**src/rtl/spq_pkg.sv**
```systemverilog
package spq_pkg;

    localparam int SPQ_CAPACITY = 16;
    localparam int SPQ_DATA_W   = 32;
    localparam int SPQ_STATUS_W = 2;

    typedef enum logic [SPQ_STATUS_W-1:0] {
        ST_ENQ   = 2'd0,
        ST_DEQ   = 2'd1,
        ST_EMPTY = 2'd2,
        ST_FULL  = 2'd3
    } t_spq_status;

    typedef logic signed [SPQ_DATA_W-1:0] t_spq_word;

    // One slot of the sorted row.
    typedef struct packed {
        logic      valid;
        t_spq_word value;
        t_spq_word prio;
    } t_spq_entry;

    // Operation broadcast to every cell in the cycle a beat is taken.
    typedef struct packed {
        logic      enq;
        logic      deq;
        t_spq_word value;
        t_spq_word prio;
    } t_spq_op;

endpackage

```
**src/rtl/spq_in_if.sv**
```systemverilog
interface spq_in_if;
    import spq_pkg::*;

    logic      valid;
    logic      ready;
    logic      cmd;
    t_spq_word in_value;
    t_spq_word in_priority;

    modport source (output valid, output cmd, output in_value, output in_priority,
                    input ready);
    modport sink   (input valid, input cmd, input in_value, input in_priority,
                    output ready);
endinterface

```
**src/rtl/spq_out_if.sv**
```systemverilog
interface spq_out_if;
    import spq_pkg::*;

    logic                    valid;
    logic                    ready;
    logic [SPQ_STATUS_W-1:0] status;
    t_spq_word               out_value;
    t_spq_word               out_priority;

    modport source (output valid, output status, output out_value, output out_priority,
                    input ready);
    modport sink   (input valid, input status, input out_value, input out_priority,
                    output ready);
endinterface

```
**src/rtl/sorted_priority_queue.sv**
```systemverilog
// Sorted priority queue of CAPACITY entries built as a row of cells, each
// holding one value with its signed priority. Higher priorities sit nearer the
// head and equal priorities keep arrival order. Every cell compares its own
// priority with the incoming one at once, so an enqueue or a dequeue beat is
// taken in every cycle in which no result waits unaccepted, and its single
// result beat appears in the next cycle from an output register; the next
// beat is taken while that result waits, as long as the sink takes it in the
// same cycle. An enqueue on a full queue returns status full, a dequeue on an
// empty queue returns status empty, both leaving the contents unchanged.
module sorted_priority_queue #(
    parameter int CAPACITY = spq_pkg::SPQ_CAPACITY
) (
    input  logic     i_clk,
    input  logic     i_rst_n,
    spq_in_if.sink   i_in,
    spq_out_if.source o_out
);
    import spq_pkg::*;

    t_spq_op                  op;
    t_spq_entry [CAPACITY-1:0] entries;
    logic       [CAPACITY-1:0] past;
    logic                     take;
    logic                     full;
    logic                     empty;

    logic                     r_out_valid;
    t_spq_status              r_status;
    t_spq_word                r_out_value;
    t_spq_word                r_out_prio;
    t_spq_status              n_status;

    assign full  = entries[CAPACITY-1].valid;
    assign empty = !entries[0].valid;

    assign i_in.ready = !r_out_valid || o_out.ready;
    assign take       = i_in.valid && i_in.ready;

    assign op.enq   = take && !i_in.cmd && !full;
    assign op.deq   = take && i_in.cmd && !empty;
    assign op.value = i_in.in_value;
    assign op.prio  = i_in.in_priority;

    genvar gi;
    generate
        for (gi = 0; gi < CAPACITY; gi++) begin : g_cell
            t_spq_entry left;
            t_spq_entry right;
            logic       left_past;

            if (gi == 0) begin : g_head
                assign left      = '0;
                assign left_past = 1'b0;
            end else begin : g_mid
                assign left      = entries[gi-1];
                assign left_past = past[gi-1];
            end

            if (gi == CAPACITY - 1) begin : g_tail
                assign right = '0;
            end else begin : g_body
                assign right = entries[gi+1];
            end

            spq_cell u_cell (
                .i_clk       (i_clk),
                .i_rst_n     (i_rst_n),
                .i_op        (op),
                .i_left      (left),
                .i_left_past (left_past),
                .i_right     (right),
                .o_entry     (entries[gi]),
                .o_past      (past[gi])
            );
        end
    endgenerate

    always_comb begin
        if (!i_in.cmd) begin
            n_status = full ? ST_FULL : ST_ENQ;
        end else begin
            n_status = empty ? ST_EMPTY : ST_DEQ;
        end
    end

    always_ff @(posedge i_clk) begin
        if (!i_rst_n) begin
            r_out_valid <= 1'b0;
        end else if (take) begin
            r_out_valid <= 1'b1;
        end else if (o_out.ready) begin
            r_out_valid <= 1'b0;
        end
        if (take) begin
            r_status    <= n_status;
            r_out_value <= op.deq ? entries[0].value : '0;
            r_out_prio  <= op.deq ? entries[0].prio : '0;
        end
    end

    assign o_out.valid        = r_out_valid;
    assign o_out.status       = r_status;
    assign o_out.out_value    = r_out_value;
    assign o_out.out_priority = r_out_prio;
endmodule

```
**src/rtl/spq_cell.sv**
```systemverilog
module spq_cell (
    input  logic                i_clk,
    input  logic                i_rst_n,
    input  spq_pkg::t_spq_op    i_op,
    input  spq_pkg::t_spq_entry i_left,
    input  logic                i_left_past,
    input  spq_pkg::t_spq_entry i_right,
    output spq_pkg::t_spq_entry o_entry,
    output logic                o_past
);
    import spq_pkg::*;

    t_spq_entry r_entry;
    t_spq_entry n_entry;

    // A cell is at or beyond the insertion point when it is empty or holds a
    // strictly lower priority than the incoming entry. The row is sorted, so
    // this flag rises once along the chain and stays high.
    assign o_past  = !r_entry.valid || (r_entry.prio < i_op.prio);
    assign o_entry = r_entry;

    always_comb begin
        n_entry = r_entry;
        if (i_op.enq && o_past) begin
            if (!i_left_past) begin
                n_entry.valid = 1'b1;
                n_entry.value = i_op.value;
                n_entry.prio  = i_op.prio;
            end else begin
                n_entry = i_left;
            end
        end else if (i_op.deq) begin
            n_entry = i_right;
        end
    end

    always_ff @(posedge i_clk) begin
        if (!i_rst_n) begin
            r_entry.valid <= 1'b0;
        end else begin
            r_entry.valid <= n_entry.valid;
        end
        r_entry.value <= n_entry.value;
        r_entry.prio  <= n_entry.prio;
    end
endmodule

```
**src/flat_wrapper.sv**
```systemverilog
// flat-port wrapper written by rule: the top's interface ports become plain ports
module sorted_priority_queue_flat import spq_pkg::*;
#(
    parameter int CAPACITY = spq_pkg::SPQ_CAPACITY
)
  (i_clk, i_rst_n, i_in_valid, i_in_cmd, i_in_in_value, i_in_in_priority, i_in_ready, o_out_valid, o_out_status, o_out_out_value, o_out_out_priority, o_out_ready);
  spq_in_if i_in_i ();
  spq_out_if o_out_i ();
  input  logic i_clk;
  input  logic i_rst_n;
  input wire logic [$bits(i_in_i.valid)-1:0] i_in_valid;
  input wire logic [$bits(i_in_i.cmd)-1:0] i_in_cmd;
  input wire logic [$bits(i_in_i.in_value)-1:0] i_in_in_value;
  input wire logic [$bits(i_in_i.in_priority)-1:0] i_in_in_priority;
  output wire logic [$bits(i_in_i.ready)-1:0] i_in_ready;
  output wire logic [$bits(o_out_i.valid)-1:0] o_out_valid;
  output wire logic [$bits(o_out_i.status)-1:0] o_out_status;
  output wire logic [$bits(o_out_i.out_value)-1:0] o_out_out_value;
  output wire logic [$bits(o_out_i.out_priority)-1:0] o_out_out_priority;
  input wire logic [$bits(o_out_i.ready)-1:0] o_out_ready;
  assign i_in_i.valid = i_in_valid;
  assign i_in_i.cmd = i_in_cmd;
  assign i_in_i.in_value = i_in_in_value;
  assign i_in_i.in_priority = i_in_in_priority;
  assign i_in_ready = i_in_i.ready;
  assign o_out_valid = o_out_i.valid;
  assign o_out_status = o_out_i.status;
  assign o_out_out_value = o_out_i.out_value;
  assign o_out_out_priority = o_out_i.out_priority;
  assign o_out_i.ready = o_out_ready;
  sorted_priority_queue #(.CAPACITY(CAPACITY)) u_core (.i_clk(i_clk), .i_rst_n(i_rst_n), .i_in(i_in_i), .o_out(o_out_i));
endmodule
```
**config.mk**
```make
export PLATFORM = sky130hd
export DESIGN_NAME = sorted_priority_queue_flat
export DESIGN_NICKNAME = d
export VERILOG_FILES = /design/src/rtl/spq_pkg.sv /design/src/rtl/spq_in_if.sv /design/src/rtl/spq_out_if.sv /design/src/rtl/sorted_priority_queue.sv /design/src/rtl/spq_cell.sv /design/src/flat_wrapper.sv
export SDC_FILE = /design/constraint.sdc
export NUM_CORES = 2
export LEC_CHECK = 0
export ABC_AREA = 1
export BUFFER_PORTS_ARGS = -buffer_cell sky130_fd_sc_hd__buf_4
export CAP_MARGIN = 25
export CORE_MARGIN = 1.5
export CORE_UTILIZATION = 58
export CTS_CLUSTER_SIZE = 25
export DETAILED_ROUTE_END_ITERATION = 12
export PLACE_DENSITY = 0.88
export SYNTH_ARGS = -nofsm -noshare
export SYNTH_HDL_FRONTEND = slang
export SYNTH_SLANG_ARGS = --single-unit
```
**constraint.sdc**
```tcl
create_clock -name i_clk -period 5.4 [get_ports i_clk]
set_input_delay 1.62 -clock i_clk [delete_from_list [all_inputs] [get_ports i_clk]]
set_output_delay 1.62 -clock i_clk [all_outputs]
set_load 0.03 [all_outputs]
```
==> metrics <==
mux contribution to synthesized area 0%; Reg power frac between 40% and 50%; pins over their slew limit 0; cell-internal power between 15 and 20 mW; Die H roughly 340 um; clock slew at reported path FFs about 0.06 ns; simple-gate share of the synthesized area 22.9%; failing checks design-rule violations; peak supply drop 0.244 mV; gpl congestion ~0.93; crit end category flip-flop; CTS Buf Count 108; initial antenna violation count 0; synth top area cells edfxtp_1 48%, nand2_1 14%, a21oi_1 9.5%; Yosys top cell area share between 40% and 50%; Synth cell types 31; #FFs+latches synth about 1.1k; Core Area ~120000 um2; wire per inst around 18 um; Worst-Skew Late Latency ~0.7 ns; Worst Path Max Fanout 39; sw frac 29.2%; CTS-repair resized insts 0; hpwl dp 123 mm; Avg Cell Area, Syn ~8.1 um2; Startpoint Class input pin; clock power share 33.4%; Max-cap violations 0; Post-Syn Instances ~8.3k; Initial Util around three fifths; worst hold slack roughly 0.5 ns; Setup-failing EPs final 0; Final period util 78.3%; row count about 130; fill count slightly below 9k; Area growth syn-to-layout 8.76%; largest net degree at the start of global routing around 150; PortBufs around 140; Seq/Total Area, Yosys between 40% and 50%; slew margin rel. 33.9%; leak pwr 32.6 nW; Core Util, Final roughly 63%; vias in the first global route approximately 54k; largest area contributor in the netlist edfxtp_1; Crit Path Class in -> reg; unrepaired setup endpoints after global routing false; DR iter-0 viols a little over 9k; Slew @ Worst Pin between 0.9 and 1 ns; hold path depth 2; status complete, but fails checks; Final Worst Setup Slack roughly 1.2 ns; Setup WS pre-CTS roughly 0.62 ns; minimum clock period about 4.2 ns; drt pass-1 iters 12; Crit path arrival time between 4 and 5 ns; share of cells above drive strength 1 6.52%; synth warn 0; Nets approximately 8.7k; Die ar. approximately 120000 um2; reg2reg start u_core.g_cell[4].u_cell.o_entry[31]$_DFFE_PP_; Fmax 236 MHz; r2r setup slk roughly 2.2 ns; clk sink count 1107; Critical R2R Capture u_core.g_cell[5].u_cell.o_entry[62]$_DFFE_PP_; cts hold-fix bufs 0; clk buf depth 3; Die W about 340 um; H-tree depth 3; clk root buf clkbuf_16; Reg2Reg Depth 13; Final ANT Viol Nets 0; Compound-Gate Fraction of Synth Area around 14%; DRT Wirelength roughly 180 mm; CTS tree done; Worst Skew 0.0194 ns; total grt overflow 0; vias 59.1k; post-synth net total 8823; Post-CTS Setup Inserts 0; synthesized cell area approximately 68000 um2; hold_sp u_core.g_cell[15].u_cell.o_entry[14]$_SDFFCE_PN0P_; PwrDens a little over 300 nW/um2; adder-cell share of the synthesized area under 10%; final hold vios 0; Required @ worst endpoint ~5.9 ns; Sum Neg Setup Slack 0 ns; DRC viols 2; worst min path class reg -> reg; combinational share of power a little under a fifth; Synth Area in XOR/XNOR 0%; Switching Power 6.47 mW; Vias/cell about 6.0; I/O Pins 137; main combinational cell family by area after synthesis simple AND/OR/NAND/NOR gates; global-route usage over all layers approximately 29%; first-pass GRT wire length between 200 and 300 mm; worst-case hold path end point u_core.g_cell[14].u_cell.o_entry[14]$_DFFE_PP_
==> power groups by stage <==
stage / Sequential [mW] / Clock (mW) / Combinational (mW)
after global placement: 10.9 / 0 / 3.66
after CTS: 10.7 / 7.42 / 3.91
after global routing: 10.8 / 7.74 / 4.46
final: 10.8 / 7.39 / 4.00
after detailed placement: 10.9 / 0 / 3.86
after floorplan: 10.8 / 0 / 2.80
==> critical path, stage by stage <==
cell and delay (ns):
buf_4 0.12, inv_1 0.47, buf_4 0.29, ha_1 0.24, nand2_1 0.07, nand2_1 0.05
nand2_1 0.06, nand2_1 0.05, nand2_1 0.06, nand2_1 0.08, nand2_1 0.07, nand2_1 0.09
nand2_1 0.09, nand2_1 0.05, nand2_1 0.09, nand3_4 0.28, nand2_2 0.21, buf_4 0.39
nor2_1 0.13, a21oi_1 0.20
==> metrics by stage <==
step           cell area (um2)  cells  total power [mW]
6_report                 73400   9773              22.2
2_1_floorplan            67600   8289              13.6
4_1_cts                  73400   9772              22.1
5_1_grt                  73400   9772              23.0
3_3_place_gp             70100   9574              14.5
3_5_place_dp             70100   9575              14.8
==> cell families (layout without fill, tap and decap cells) <==
group,Yosys count,count (layout)
adders and majority gates,465,465
DFF,1107,1107
AOI/OAI and AO/OA,1895,1895
other,0,1
and+or+nand+nor,3998,3998
buffers and inverters,824,783
==> routing by layer <==
layer  share of wire [%]  GRT usage, %  vias to the layer above  wire, um
met5                   0             0                        -         0
met4                 2.7          9.48                        0      4890
met3                  11          3.90                      350     20200
met2                  45          45.1                     3777     79400
met1                  41          42.2                    27111     73500
li1                    -             -                    27825         -
==> synthesized netlist by cell type (all sizes together) <==
master and n:
and3 6, nand3 173, nand3b 13, o21ai 570, nor4 4, or2 1
nand2 2471, nor3 15, nand4 26, o211ai 6, dfxtp 17, a211oi 1
edfxtp 1090, nor2 1289, inv 253, a21o 7, buf 373, clkbuf 197
ha 465, a31oi 12, clkinv 1, a21oi 1285, o21a 14
==> state kept, by name (all words and copies together), names as in the netlist <==
name                          flops
u_core.o_out.status               2
u_core.o_out.out_priority        32
u_core.o_out.valid                1
u_core.o_out.out_value           32
u_core.g_cell.u_cell.o_entry   1040
==> area by class of cell <==
type / count / area [um2] / area share [%]
sequential: 1107 / 33100 / 45.0
multi-input combinational: 6358 / 31100 / 42.3
timing repair buffer: 332 / 3040 / 4.14
clock buffer: 133 / 2830 / 3.85
tap: 1524 / 1910 / 2.60
inverter: 254 / 957 / 1.30
clock inverter: 64 / 546 / 0.743
antenna: 1 / 2.50 / 0.00341
==> cell usage in the layout, fill, tap and decap left out, drive strengths merged <==
cell type  netlist  routed
bufinv           0       7
o211ai           6       6
buf            373     332
clkbuf         197     133
and3             6       6
nor4             4       4
or2              1       1
nand3b          13      13
inv            253     254
dfxtp           17      17
nand3          173     173
a21oi         1285    1285
edfxtp        1090    1090
o21ai          570     570
a211oi           1       1
a21o             7       7
clkinv           1      57
nor3            15      15
nor2          1289    1289
ha             465     465
a31oi           12      12
nand4           26      26
o21a            14      14
diode            0       1
nand2         2471    2471
==> worst max path at each step <==
| stage | start | to | slack, ns | cells after the start |
|---|---|---|---|---|
| after floorplan | i_in_in_priority[19] | u_core.g_cell[14].u_cell.o_entry[0]$_DFFE_PP_ | 0.28 | 13 |
| after global placement | i_in_in_priority[6] | u_core.g_cell[1].u_cell.o_entry[33]$_DFFE_PP_ | 0.67 | 16 |
| after detailed placement | i_in_in_priority[30] | u_core.g_cell[2].u_cell.o_entry[25]$_DFFE_PP_ | 0.62 | 18 |
| after CTS | i_in_in_priority[1] | u_core.g_cell[11].u_cell.o_entry[35]$_DFFE_PP_ | 1.30 | 20 |
| after global routing | i_in_in_priority[1] | u_core.g_cell[11].u_cell.o_entry[35]$_DFFE_PP_ | 1.0 | 20 |
| final | i_in_in_priority[1] | u_core.g_cell[11].u_cell.o_entry[35]$_DFFE_PP_ | 1.17 | 20 |
Note: power is estimated with default switching activity, not from simulation.
